$ cat src/rtl/psu_pkg.sv
package psu_pkg;

   localparam int PIXEL_BITS = 8;
   localparam int COUNT_BITS_DEF = 24;
   localparam int FRAC_BITS = 8;
   localparam int MEAN_QBITS = 16;
   localparam int MSQ_QBITS = 24;
   localparam int VAR_QBITS = 30;
   localparam int STD_BITS = 15;
   localparam int PCOUNT_BITS = 25;
   localparam int ROOT_STEPS = VAR_QBITS / 2;

   typedef struct packed {
      logic [7:0] pixel;
      logic       frame_end;
   } req_word_type;

   typedef struct packed {
      logic [15:0]            mean;
      logic [23:0]            mean_square;
      logic [STD_BITS-1:0]    std_dev;
      logic [7:0]             min_value;
      logic [7:0]             max_value;
      logic [PCOUNT_BITS-1:0] pixel_count;
      logic                   empty_res;
   } rsp_word_type;

   typedef enum logic [1:0] {
      MUL_N_N     = 2'd0,
      MUL_N_SUMSQ = 2'd1,
      MUL_SUM_SUM = 2'd2
   } mul_sel_type;

   typedef enum logic [1:0] {
      DIV_MEAN = 2'd0,
      DIV_MSQ  = 2'd1,
      DIV_VAR  = 2'd2
   } div_sel_type;

   typedef struct packed {
      logic        accept;
      logic        snap;
      logic        mul_load;
      mul_sel_type mul_sel;
      logic        mul_step;
      logic        keep_n2;
      logic        keep_a;
      logic        div_load;
      div_sel_type div_sel;
      logic        div_step;
      logic        keep_mean;
      logic        keep_msq;
      logic        sqrt_load;
      logic        sqrt_step;
      logic        out_load;
   } psu_cmd_type;

   typedef struct packed {
      logic n_zero;
      logic out_free;
   } psu_status_type;

endpackage

$ cat src/rtl/psu_ctrl.sv
module psu_ctrl
   import psu_pkg::*;
#(
   parameter int COUNT_BITS = COUNT_BITS_DEF
) (
   input  logic           clock,
   input  logic           reset,
   input  logic           req_valid,
   input  logic           req_frame_end,
   output logic           req_stall,
   input  psu_status_type status,
   output psu_cmd_type    cmd
);

   localparam int N_W = COUNT_BITS + 1;
   localparam int SUM_W = PIXEL_BITS + COUNT_BITS;
   localparam int MAX_STEPS = (SUM_W > VAR_QBITS) ? SUM_W : VAR_QBITS;
   localparam int CNT_W = $clog2(MAX_STEPS);

   typedef enum logic [10:0] {
      S_IDLE  = 11'b00000000001,
      S_START = 11'b00000000010,
      S_DIVM  = 11'b00000000100,
      S_DIVQ  = 11'b00000001000,
      S_MULN  = 11'b00000010000,
      S_MULA  = 11'b00000100000,
      S_MULB  = 11'b00001000000,
      S_DIFF  = 11'b00010000000,
      S_DIVV  = 11'b00100000000,
      S_ROOT  = 11'b01000000000,
      S_DONE  = 11'b10000000000
   } state_type;

   state_type        state_ff, state_in;
   logic [CNT_W-1:0] cnt_ff, cnt_in;
   logic             last;
   logic             accept;

   // Only a frame-closing word has to wait for the previous frame's results.
   assign req_stall = (state_ff != S_IDLE) && req_frame_end;
   assign accept = req_valid && !req_stall;
   assign last = (cnt_ff == '0);

   always_comb begin
      state_in = state_ff;
      cnt_in = cnt_ff - CNT_W'(1);
      cmd = '0;
      cmd.mul_sel = MUL_N_N;
      cmd.div_sel = DIV_MEAN;
      cmd.accept = accept;
      cmd.snap = accept && req_frame_end;
      case (state_ff)
         S_IDLE: begin
            if (cmd.snap) begin
               state_in = S_START;
            end
         end
         S_START: begin
            if (status.n_zero) begin
               state_in = S_DONE;
            end else begin
               cmd.div_load = 1'b1;
               cmd.div_sel = DIV_MEAN;
               cnt_in = CNT_W'(MEAN_QBITS - 1);
               state_in = S_DIVM;
            end
         end
         S_DIVM: begin
            cmd.div_step = 1'b1;
            if (last) begin
               cmd.keep_mean = 1'b1;
               cmd.div_load = 1'b1;
               cmd.div_sel = DIV_MSQ;
               cnt_in = CNT_W'(MSQ_QBITS - 1);
               state_in = S_DIVQ;
            end
         end
         S_DIVQ: begin
            cmd.div_step = 1'b1;
            if (last) begin
               cmd.keep_msq = 1'b1;
               cmd.mul_load = 1'b1;
               cmd.mul_sel = MUL_N_N;
               cnt_in = CNT_W'(N_W - 1);
               state_in = S_MULN;
            end
         end
         S_MULN: begin
            cmd.mul_step = 1'b1;
            if (last) begin
               cmd.keep_n2 = 1'b1;
               cmd.mul_load = 1'b1;
               cmd.mul_sel = MUL_N_SUMSQ;
               cnt_in = CNT_W'(N_W - 1);
               state_in = S_MULA;
            end
         end
         S_MULA: begin
            cmd.mul_step = 1'b1;
            if (last) begin
               cmd.keep_a = 1'b1;
               cmd.mul_load = 1'b1;
               cmd.mul_sel = MUL_SUM_SUM;
               cnt_in = CNT_W'(SUM_W - 1);
               state_in = S_MULB;
            end
         end
         S_MULB: begin
            cmd.mul_step = 1'b1;
            if (last) begin
               state_in = S_DIFF;
            end
         end
         S_DIFF: begin
            cmd.div_load = 1'b1;
            cmd.div_sel = DIV_VAR;
            cnt_in = CNT_W'(VAR_QBITS - 1);
            state_in = S_DIVV;
         end
         S_DIVV: begin
            cmd.div_step = 1'b1;
            if (last) begin
               cmd.sqrt_load = 1'b1;
               cnt_in = CNT_W'(ROOT_STEPS - 1);
               state_in = S_ROOT;
            end
         end
         S_ROOT: begin
            cmd.sqrt_step = 1'b1;
            if (last) begin
               state_in = S_DONE;
            end
         end
         S_DONE: begin
            if (status.out_free) begin
               cmd.out_load = 1'b1;
               state_in = S_IDLE;
            end
         end
         default: begin
            state_in = S_IDLE;
         end
      endcase
   end

   always_ff @(posedge clock) begin
      if (reset) begin
         state_ff <= S_IDLE;
         cnt_ff <= '0;
      end else begin
         state_ff <= state_in;
         cnt_ff <= cnt_in;
      end
   end

endmodule

$ cat src/rtl/psu_datapath.sv
module psu_datapath
   import psu_pkg::*;
#(
   parameter int COUNT_BITS = COUNT_BITS_DEF
) (
   input  logic           clock,
   input  logic           reset,
   input  req_word_type   req_data,
   input  logic           csr_wr_en,
   input  logic           csr_wr_data,
   input  psu_cmd_type    cmd,
   output psu_status_type status,
   input  logic           rsp_stall,
   output logic           rsp_valid,
   output rsp_word_type   rsp_data
);

   localparam int N_W = COUNT_BITS + 1;
   localparam int SUM_W = PIXEL_BITS + COUNT_BITS;
   localparam int SQ_W = 2 * PIXEL_BITS + COUNT_BITS;
   localparam int PR_W = 2 * PIXEL_BITS + 2 * COUNT_BITS;
   localparam int DV_W = 2 * COUNT_BITS + 1;
   localparam int DD_W = PR_W + 2 * FRAC_BITS;
   localparam int VQ = VAR_QBITS;
   localparam int MP_W = SUM_W;

   // Frame accumulators.
   logic                    skip_ff;
   logic [SUM_W-1:0]        sum_ff, sum_in, sum_upd;
   logic [SQ_W-1:0]         sumsq_ff, sumsq_in, sumsq_upd;
   logic [N_W-1:0]          count_ff, count_in, count_upd;
   logic [PIXEL_BITS-1:0]   min_ff, min_in, min_upd;
   logic [PIXEL_BITS-1:0]   max_ff, max_in, max_upd;
   logic [PIXEL_BITS-1:0]   pix;
   logic [2*PIXEL_BITS-1:0] pix_sq;
   logic                    counted;

   // Closed frame.
   logic [SUM_W-1:0]        snap_sum_ff;
   logic [SQ_W-1:0]         snap_sumsq_ff;
   logic [N_W-1:0]          snap_n_ff;
   logic [PIXEL_BITS-1:0]   snap_min_ff;
   logic [PIXEL_BITS-1:0]   snap_max_ff;

   // Shift-add multiplier.
   logic [PR_W-1:0]         prod_ff, prod_step;
   logic [PR_W-1:0]         mcand_ff;
   logic [MP_W-1:0]         mplier_ff;
   logic [PR_W-1:0]         a_ff;
   logic [DV_W-1:0]         n2_ff;

   // Restoring divider.
   logic [DV_W-1:0]         rem_ff, rem_step, rem_init;
   logic [DV_W-1:0]         dsor_ff, dsor_init;
   logic [VQ-1:0]           lo_ff, lo_init;
   logic [VQ-1:0]           quot_ff, quot_step;
   logic [DV_W:0]           trial;
   logic                    trial_ge;
   logic [DD_W-1:0]         dividend;
   logic [PR_W-1:0]         diff;

   // Digit-by-digit square root.
   logic [VQ-1:0]           v_ff, v_step;
   logic [VQ-1:0]           root_ff, root_step;
   logic [VQ-1:0]           bit_ff;
   logic [VQ:0]             root_bit;
   logic                    root_ge;

   logic [15:0]             mean_ff;
   logic [23:0]             msq_ff;

   logic                    rsp_valid_ff;
   rsp_word_type            rsp_data_ff;

   assign pix = req_data.pixel;
   assign pix_sq = (2 * PIXEL_BITS)'(pix) * (2 * PIXEL_BITS)'(pix);
   // Once the count saturates the rest of the frame is ignored.
   assign counted = cmd.accept && !(skip_ff && (pix == '0)) && !count_ff[COUNT_BITS];

   always_comb begin
      sum_upd = sum_ff;
      sumsq_upd = sumsq_ff;
      count_upd = count_ff;
      min_upd = min_ff;
      max_upd = max_ff;
      if (counted) begin
         sum_upd = sum_ff + SUM_W'(pix);
         sumsq_upd = sumsq_ff + SQ_W'(pix_sq);
         count_upd = count_ff + N_W'(1);
         if (pix < min_ff) begin
            min_upd = pix;
         end
         if (pix > max_ff) begin
            max_upd = pix;
         end
      end
      if (cmd.snap) begin
         sum_in = '0;
         sumsq_in = '0;
         count_in = '0;
         min_in = '1;
         max_in = '0;
      end else begin
         sum_in = sum_upd;
         sumsq_in = sumsq_upd;
         count_in = count_upd;
         min_in = min_upd;
         max_in = max_upd;
      end
   end

   always_ff @(posedge clock) begin
      if (reset) begin
         skip_ff <= 1'b0;
         sum_ff <= '0;
         sumsq_ff <= '0;
         count_ff <= '0;
         min_ff <= '1;
         max_ff <= '0;
      end else begin
         if (csr_wr_en) begin
            skip_ff <= csr_wr_data;
         end
         sum_ff <= sum_in;
         sumsq_ff <= sumsq_in;
         count_ff <= count_in;
         min_ff <= min_in;
         max_ff <= max_in;
      end
   end

   always_ff @(posedge clock) begin
      if (cmd.snap) begin
         snap_sum_ff <= sum_upd;
         snap_sumsq_ff <= sumsq_upd;
         snap_n_ff <= count_upd;
         snap_min_ff <= min_upd;
         snap_max_ff <= max_upd;
      end
   end

   assign status.n_zero = (snap_n_ff == '0);
   assign status.out_free = !rsp_valid_ff || !rsp_stall;

   // Multiplier: one multiplier bit per cycle, LSB first.
   assign prod_step = prod_ff + (mplier_ff[0] ? mcand_ff : '0);

   always_ff @(posedge clock) begin
      if (cmd.mul_load) begin
         prod_ff <= '0;
         case (cmd.mul_sel)
            MUL_N_N: begin
               mcand_ff <= PR_W'(snap_n_ff);
               mplier_ff <= MP_W'(snap_n_ff);
            end
            MUL_N_SUMSQ: begin
               mcand_ff <= PR_W'(snap_sumsq_ff);
               mplier_ff <= MP_W'(snap_n_ff);
            end
            MUL_SUM_SUM: begin
               mcand_ff <= PR_W'(snap_sum_ff);
               mplier_ff <= MP_W'(snap_sum_ff);
            end
            default: begin
               mcand_ff <= '0;
               mplier_ff <= '0;
            end
         endcase
      end else if (cmd.mul_step) begin
         prod_ff <= prod_step;
         mcand_ff <= {mcand_ff[PR_W-2:0], 1'b0};
         mplier_ff <= {1'b0, mplier_ff[MP_W-1:1]};
      end
      if (cmd.keep_n2) begin
         n2_ff <= DV_W'(prod_step);
      end
      if (cmd.keep_a) begin
         a_ff <= prod_step;
      end
   end

   // A non-positive variance gives a zero deviation.
   assign diff = (a_ff > prod_ff) ? (a_ff - prod_ff) : '0;

   // The quotient bound is known per operation, so the remainder starts out
   // with the dividend bits above the quotient and only the quotient bits are iterated.
   always_comb begin
      dividend = '0;
      rem_init = '0;
      lo_init = '0;
      dsor_init = '0;
      case (cmd.div_sel)
         DIV_MEAN: begin
            dividend = DD_W'(snap_sum_ff) << FRAC_BITS;
            rem_init = DV_W'(dividend >> MEAN_QBITS);
            lo_init = VQ'(dividend[MEAN_QBITS-1:0]) << (VQ - MEAN_QBITS);
            dsor_init = DV_W'(snap_n_ff);
         end
         DIV_MSQ: begin
            dividend = DD_W'(snap_sumsq_ff) << FRAC_BITS;
            rem_init = DV_W'(dividend >> MSQ_QBITS);
            lo_init = VQ'(dividend[MSQ_QBITS-1:0]) << (VQ - MSQ_QBITS);
            dsor_init = DV_W'(snap_n_ff);
         end
         DIV_VAR: begin
            dividend = DD_W'(diff) << (2 * FRAC_BITS);
            rem_init = DV_W'(dividend >> VQ);
            lo_init = dividend[VQ-1:0];
            dsor_init = n2_ff;
         end
         default: begin
            dividend = '0;
         end
      endcase
   end

   assign trial = {rem_ff, lo_ff[VQ-1]};
   assign trial_ge = (trial >= {1'b0, dsor_ff});
   assign rem_step = trial_ge ? DV_W'(trial - {1'b0, dsor_ff}) : DV_W'(trial);
   assign quot_step = {quot_ff[VQ-2:0], trial_ge};

   always_ff @(posedge clock) begin
      if (cmd.div_load) begin
         rem_ff <= rem_init;
         lo_ff <= lo_init;
         dsor_ff <= dsor_init;
         quot_ff <= '0;
      end else if (cmd.div_step) begin
         rem_ff <= rem_step;
         lo_ff <= {lo_ff[VQ-2:0], 1'b0};
         quot_ff <= quot_step;
      end
      if (cmd.keep_mean) begin
         mean_ff <= quot_step[MEAN_QBITS-1:0];
      end
      if (cmd.keep_msq) begin
         msq_ff <= quot_step[MSQ_QBITS-1:0];
      end
   end

   assign root_bit = {1'b0, root_ff} + {1'b0, bit_ff};
   assign root_ge = ({1'b0, v_ff} >= root_bit);
   assign v_step = root_ge ? VQ'({1'b0, v_ff} - root_bit) : v_ff;
   assign root_step = root_ge ? ((root_ff >> 1) + bit_ff) : (root_ff >> 1);

   always_ff @(posedge clock) begin
      if (cmd.sqrt_load) begin
         v_ff <= quot_step;
         root_ff <= '0;
         bit_ff <= VQ'(1) << (VQ - 2);
      end else if (cmd.sqrt_step) begin
         v_ff <= v_step;
         root_ff <= root_step;
         bit_ff <= bit_ff >> 2;
      end
   end

   always_ff @(posedge clock) begin
      if (reset) begin
         rsp_valid_ff <= 1'b0;
      end else if (cmd.out_load) begin
         rsp_valid_ff <= 1'b1;
      end else if (!rsp_stall) begin
         rsp_valid_ff <= 1'b0;
      end
   end

   always_ff @(posedge clock) begin
      if (cmd.out_load) begin
         rsp_data_ff.mean <= status.n_zero ? '0 : mean_ff;
         rsp_data_ff.mean_square <= status.n_zero ? '0 : msq_ff;
         rsp_data_ff.std_dev <= status.n_zero ? '0 : root_ff[STD_BITS-1:0];
         rsp_data_ff.min_value <= 8'(snap_min_ff);
         rsp_data_ff.max_value <= 8'(snap_max_ff);
         rsp_data_ff.pixel_count <= PCOUNT_BITS'(snap_n_ff);
         rsp_data_ff.empty_res <= status.n_zero;
      end
   end

   assign rsp_valid = rsp_valid_ff;
   assign rsp_data = rsp_data_ff;

endmodule

$ cat src/rtl/pixel_intensity_statistics_unit.sv
// Throughput: one pixel word per cycle; accumulation of a frame never stalls.
// The result word is worked out once the frame_end word is taken, by the shared
// shift-add multiplier, the one-bit-per-cycle divider and the square root; an
// empty frame skips all three.
// A frame_end word is held off while the previous frame is still being finished.
// Synchronous active-high reset clears the accumulators, skip_zeros and the result valid flag.
module pixel_intensity_statistics_unit
   import psu_pkg::*;
#(
   parameter int COUNT_BITS = COUNT_BITS_DEF
) (
   input  logic         clock,
   input  logic         reset,
   input  logic         req_valid,
   output logic         req_stall,
   input  req_word_type req_data,
   output logic         rsp_valid,
   input  logic         rsp_stall,
   output rsp_word_type rsp_data,
   input  logic         csr_wr_en,
   input  logic         csr_wr_data
);

   psu_cmd_type    cmd;
   psu_status_type status;

   psu_ctrl #(
      .COUNT_BITS(COUNT_BITS)
   ) u_ctrl (
      .clock(clock),
      .reset(reset),
      .req_valid(req_valid),
      .req_frame_end(req_data.frame_end),
      .req_stall(req_stall),
      .status(status),
      .cmd(cmd)
   );

   psu_datapath #(
      .COUNT_BITS(COUNT_BITS)
   ) u_datapath (
      .clock(clock),
      .reset(reset),
      .req_data(req_data),
      .csr_wr_en(csr_wr_en),
      .csr_wr_data(csr_wr_data),
      .cmd(cmd),
      .status(status),
      .rsp_stall(rsp_stall),
      .rsp_valid(rsp_valid),
      .rsp_data(rsp_data)
   );

endmodule

$ cat config.mk
export PLATFORM = sky130hd
export DESIGN_NAME = pixel_intensity_statistics_unit
export DESIGN_NICKNAME = d
export VERILOG_FILES = /design/src/rtl/psu_pkg.sv /design/src/rtl/psu_ctrl.sv /design/src/rtl/psu_datapath.sv /design/src/rtl/pixel_intensity_statistics_unit.sv
export SDC_FILE = /design/constraint.sdc
export NUM_CORES = 2
export LEC_CHECK = 0
export ABC_AREA = 0
export ABC_CLOCK_PERIOD_IN_PS = 7800
export BUFFER_PORTS_ARGS = -buffer_cell sky130_fd_sc_hd__buf_2
export CAP_MARGIN = 20
export CORE_AREA = 2 2 295 297
export CTS_CLUSTER_DIAMETER = 120
export CTS_CLUSTER_SIZE = 28
export DETAILED_ROUTE_END_ITERATION = 7
export DIE_AREA = 0 0 297 299
export PLACE_DENSITY = 0.75
export RECOVER_POWER = 100
export SETUP_SLACK_MARGIN = 0.4
export SLEW_MARGIN = 20
export SYNTH_ARGS = -nofsm -noshare
export SYNTH_HDL_FRONTEND = slang
export SYNTH_SLANG_ARGS = --single-unit
$ cat constraint.sdc
create_clock -name clock -period 7.8 [get_ports clock]
set_clock_uncertainty 0.05 [all_clocks]
set_input_delay 1.56 -clock clock [delete_from_list [all_inputs] [get_ports clock]]
set_output_delay 1.56 -clock clock [all_outputs]
set_load 0.02 [all_outputs]
## Word-level counts from Yosys, hierarchy flattened

Index checks and enable logic that the tools add are counted.

- $add $sub $neg: 10
- Multiplexer cells: 63
- Multiply operators: 1
- Reduce and logical (&&, ||, !) cells: 29
- Eq/ne operators: 26
- $lt $le $gt $ge: 5

Operators with widths:

| cell | number |
|---|---|
| 2-to-1 mux 64 bit | 3 |
| 2-to-1 mux 30 bit | 6 |
| 2-to-1 mux 49 bit | 3 |
| case mux 49 bit (3 select lines) | 1 |
| case mux 11 bit (11 select lines) | 1 |
| case mux 40 bit (3 select lines) | 1 |
| 2-to-1 mux 11 bit | 10 |
| case mux 49 bit (2 select lines) | 1 |
| 2-to-1 mux 32 bit | 3 |
| case mux 30 bit (3 select lines) | 1 |
| adder 64 bit | 1 |
| > comparator 64 bit | 1 |
| case mux 32 bit (2 select lines) | 1 |
| 2-to-1 mux 63 bit | 1 |
| subtractor 63 bit | 1 |
| >= comparator 50 x 49 -> 1 bit | 1 |
| subtractor 49 bit | 1 |
| adder 40 x 16 -> 40 bit | 1 |
| 2-to-1 mux 40 bit | 1 |
| adder 32 x 8 -> 32 bit | 1 |
| 2-to-1 mux 8 bit | 4 |
| adder 30 x 29 -> 31 bit | 1 |
| >= comparator 30 x 31 -> 1 bit | 1 |
| adder 29 x 29 -> 30 bit | 1 |
| other kinds (40) | 87 |

- Flip-flop bits (word level): 886
- Input port bits: 15

## Depth between registers and ports, before layout

- Depth in word-level cells: 7
- Gate-level depth with buffers: 25
- Depth with buffers taken out: 23

## Modules after synthesis

From an unflattened synthesis, not the netlist that was laid out.

- Cells, all modules: 5,134
- Area, all modules: 50,616.0 um^2

By module, submodules not included:

| module | times used | seq. area each (um^2) | cells each | area an instance (um^2) |
|---|---|---|---|---|
| psu_datapath | 1 | 23,172.2 | 4,964 | 49,376.1 |
| psu_ctrl | 1 | 320.3 | 170 | 1,239.9 |

## Worst setup path before layout

Ideal clock, no wire load.

- Kind: input to register
- Start point: input req_valid
- End point: register u_datapath.count_ff[0]
- Setup slack: 0.088 ns
- Library setup time: 0.115 ns
- Data required time: 7.635 ns
- Stages: 6
- Path buffers: 2
- Arrival: 7.547 ns
- Cells stage by stage: nand2_1 -> nor2_1 -> nor2_1 -> clkbuf_1 -> clkbuf_1 -> and2_1

RTL lines:

| what | RTL line | text |
|---|---|---|
| start, declared | pixel_intensity_statistics_unit.sv:14 | `input logic req_valid,` |
| end signal, assigned | psu_datapath.sv:126 | `count_ff <= count_in;` |
| end, declared | psu_datapath.sv:31 | `logic [N_W-1:0] count_ff, count_in, count_upd;` |

## Worst setup path in the final report

- Start point: register u_ctrl.state_ff[1]
- End point: register u_datapath.mplier_ff[16], data pin

- Cells in the longest elaborated chain, start to end: 6
- Elaborated cells on any way between the ends: 10
- Those cells by class: 5 x eq/ne; 3 x mux; 2 x reduce/logical

RTL lines:

| what | RTL line | text |
|---|---|---|
| start, declared | psu_ctrl.sv:34 | `state_type state_ff, state_in;` |
| start signal, assigned | psu_ctrl.sv:151 | `state_ff <= state_in;` |
| == test 11 x 6 -> 1 bit (tied with other cells) | psu_ctrl.sv:52 | `case (state_ff)` |
| case mux 3 bit (3 select lines) * | psu_ctrl.sv:52 |  |
| == test 2 x 1 -> 1 bit / zero test 2 bit (equally long branches) | psu_datapath.sv:151 | `case (cmd.mul_sel)` |
| OR reduction 2 bit (no source line) | - |  |
| case mux 32 bit (2 select lines) | psu_datapath.sv:151 |  |
| 2-to-1 mux 32 bit * | psu_datapath.sv:149 | `if (cmd.mul_load) begin` |
| end signal, assigned | psu_datapath.sv:154 | `mplier_ff <= MP_W'(snap_n_ff);` |
| end signal, assigned | psu_datapath.sv:158 | `mplier_ff <= MP_W'(snap_n_ff);` |
| end signal, assigned | psu_datapath.sv:162 | `mplier_ff <= MP_W'(snap_sum_ff);` |
| end, declared | psu_datapath.sv:48 | `logic [MP_W-1:0] mplier_ff;` |

Mark *: on every way between the ends. The rest lies on a longest branch, timed or not.
A chain may end at the register's enable or synchronous reset.

==> impl_metrics.csv <==
group,metric,value,unit
grt,grt_busiest_layer,"met2",
floorplanning,io_pins,114,
setup_path,reg2reg_depth,11,
synthesis,synth_most_common_cell,"edfxtp_1",
synthesis,syn_nets,5402,
synthesis,synthesis.area,49400,µm²
synthesis,syn_inst,5041,
synthesis,synthDistinctLibCells,86,
floorplanning,die_h,299,µm
grt,use_met3,0.0308,
drt,drt_first_pass_iters,8,
placed_design,hpwl,94.3,mm
run_status,outcome,"finished with violations",
timing,fmax,146,MHz
drt,drtAntennaViolNets,0,
timing,relSlewSlack,-1.17,
floorplanning,die_w,297,µm
final_layout,finalNetCount,5369,
setup_path,required,8.04,ns
grt,grtUsageMet2,0.465,
grt,track_usage,0.281,
grt,grt_max_degree,77,
final_layout,areaGrowthSynthToFinish,4.78,%
floorplanning,core,85900,µm²
run_status,violations,"max-capacitance violations, max-slew violations",
synthesis,yosysTopAreaCell,"edfxtp_1",
drt,detail_route.wl_per_cell,20.6,µm
setup_path,crit_slowest_cell,"clkbuf_1",
drt,via_count,37105,
setup_path,worstReg2RegEnd,"u_datapath.mplier_ff[16]",
worst_hold_path,holdCritStartpoint,"u_datapath.snap_min_ff[2]",
clocking,clock-sinks,872,
setup_path,worst_setup_path_end_kind,"register",
worst_hold_path,hold_depth,0,
synthesis,ys_seq_area_frac,0.475,
setup_path,worstPathMaxFanout,61,
drt,drt_iter0_drc,3421,
timing,period_minus_slack,6.84,ns
synthesis,ys.flop_type,"edfxtp_1",
clocking,root_buffer,"clkbuf_16",
pwr,ir_worst_vdd,0.173,mV
timing,slew_viol_final,1186,
grt,grt_pass1_wl,198,mm
timing,rsz0062_at_grt,"no",
setup_path,r2r_start,"u_ctrl.state_ff[1]",
setup_path,crit_path_start_kind,"register",
timing,period_share,0.877,
clocking,cts_hold_buffers,0,
grt,antenna_found_initial,2,
clocking,cts_inserted_buffers,37,
setup_path,r2r_slack,0.96,ns
drt,routed_wl,128,mm
synthesis,ys_ff_latch,872,
clocking,cts_setup_buffers,0,
pwr,leakagePower,19.9,nW
final_layout,drive_above_1_share,0.0252,
grt,grt_overflow,0,
grt,use_met1,0.386,
synthesis,synth_warnings,0,
flow_run,drv_cap,25,
timing,tightest_slew,3.25,ns
setup_path,critical_path.cell_chain,"nor2_1 -> nand2_1 -> nor4_1 -> nand4b_1 -> nor2_4 -> clkbuf_1 -> nor2_2 -> buf_4 -> nand2b_1 -> clkbuf_2 -> a31oi_1",
final_layout,fill_cells,7435,
setup_path,cpPeakStageDelay,1.34,ns
drt,viasPerCell,5.99,
grt,grt_pass1_vias,35164,
synthesis,synth.avg_cell_area,9.81,µm²
timing,setup_viol,0,
clocking,htree_levels,2,
floorplanning,row_count,108,
floorplanning,start_util,0.575,
floorplanning,dieArea,88800,µm²
synthesis,synth.top_cells.by_count,"edfxtp_1 (603), nand2_1 (601), a21oi_1 (424), nor2_1 (347), ha_1 (304)",
timing,tns,0,ns
synthesis,ys_async_sr_fraction,0,
timing,hold_slack,0.379,ns
pwr,p_per_area,201,nW/µm²
setup_path,arrival,7.08,ns
clocking,postCtsResizedCells,0,
worst_hold_path,holdPathEnd,"u_datapath.rsp_data[36]",
synthesis,synth_edf_count,603,
drt,drc,0,
clocking,cts_tree,"done",
synthesis,synth_top_area_frac,0.366,
clocking,clk_pin_slew_worst_paths,0.11,ns
clocking,clock_latency,0.64,ns
clocking,cts.path.max_buffers,3,
synthesis,synthTopCellsByArea,"edfxtp_1 (37%), dfxtp_1 (11%), ha_1 (7.7%)",
timing,finalHoldViolations,0,
setup_path,worstSetupPathType,"reg -> reg",
worst_hold_path,holdCritPathClass,"reg -> reg",
placed_design,gp_congestion,0.957,
placed_design,portBuffers,113,
-- worst max-delay path, delay by kind of cell (launching register included) --
kind,cells,cell delay (ns)
AO/OA/AOI/OAI,1,0.35
buffers and inverters,3,2.76
flip-flops,1,0.38
AND/OR/NAND/NOR,7,2.89
-- registers in the layout, indices dropped and copies added, names as in the netlist, 11 cells and up --
register	cells
u_datapath.mcand_ff	64
u_datapath.dsor_ff	49
u_datapath.mplier_ff	32
u_datapath.prod_ff	64
u_datapath.bit_ff	15
u_datapath.rsp_data	97
u_datapath.snap_sumsq_ff	40
u_ctrl.state_ff	11
u_datapath.snap_n_ff	25
u_datapath.sum_ff	32
u_datapath.count_ff	25
u_datapath.rem_ff	49
u_datapath.quot_ff	29
u_datapath.msq_ff	24
u_datapath.v_ff	30
u_datapath.snap_sum_ff	32
u_datapath.root_ff	30
u_datapath.mean_ff	16
u_datapath.lo_ff	16
u_datapath.a_ff	64
u_datapath.sumsq_ff	40
u_datapath.n2_ff	49
-- where the power goes --
| part | switching, mW | internal (mW) |
|---|---|---|
| Combinational | 1.48 | 0.862 |
| Clock | 1.46 | 0.954 |
| Sequential | 0.276 | 5.38 |
-- how the worst max path moves through the flow --
stage / start / end / depth (start not counted)
after detailed placement: req_data[2] / u_datapath.snap_sumsq_ff[39] / 20
after global placement: req_data[6] / u_datapath.snap_sumsq_ff[39] / 20
after global routing: u_ctrl.state_ff[1] / u_datapath.mplier_ff[16] / 11
final: u_ctrl.state_ff[1] / u_datapath.mplier_ff[16] / 11
after floorplan: rsp_stall / u_datapath.rsp_data[0] / 1
after CTS: req_data[2] / u_datapath.snap_sumsq_ff[39] / 20
-- through the flow --
stage	util	cells	total power, mW	area [µm²]	worst slack (ns)
floorplan	-	5041	7.39	49400	0.901
global route	0.603	6190	10.9	51800	0.472
CTS	0.606	6190	10.5	52100	1.35
global placement	0.593	6124	8.04	51000	0.722
finish	0.603	6191	10.4	51800	0.961
detailed placement	0.593	6124	8.08	51000	0.702
-- cells by family after synthesis --
family                     share of synthesized area
and+or+nand+nor                                0.165
AOI/OAI and AO/OA                              0.154
DFF                                            0.475
buffers and inverters                         0.0406
adders and majority gates                     0.0939
xor gates and xnor gates                      0.0593
muxes                                         0.0127
-- cells in the final DEF (no fill, tap or decap), types with 49 or more instances in the layout --
master    netlist  layout
dfxtp_1       269     269
clkbuf_1      201     143
a31oi_1        75      75
edfxtp_1      603     603
nor2_1        347     341
o21ai_0       209     228
nor3_1         63      63
and2_1        252     154
o21bai_1       51      51
nand3_1        95      95
xor2_1        146     146
and2_0          2      99
nand4_1        52      52
mux2i_1        49      49
ha_1          304     304
nand2_1       601     600
inv_1         299     298
xnor2_1       189     189
nor2b_1       100     100
a21o_1        102     102
a21oi_1       424     425
-- metal layers --
| metal | share of wire | wire length (µm) |
|---|---|---|
| met1 | 0.43 | 54400 |
| met2 | 0.47 | 59900 |
| met3 | 0.066 | 8370 |
| met4 | 0.039 | 4950 |
| met5 | 0 | 0 |
-- final cells by class --
cell class,instances,area [µm²],area share
repair buffers,157,681,0.0131
clock buffers,64,1060,0.0204
well taps,1155,1450,0.0279
inverters,300,1130,0.0218
clock inverters,2,46.3,0.000894
flip-flops and latches,872,23500,0.453
multi-input cells,3640,23900,0.462
diodes,1,2.50,0.0000483
Note: power is estimated with default switching activity, not from simulation.
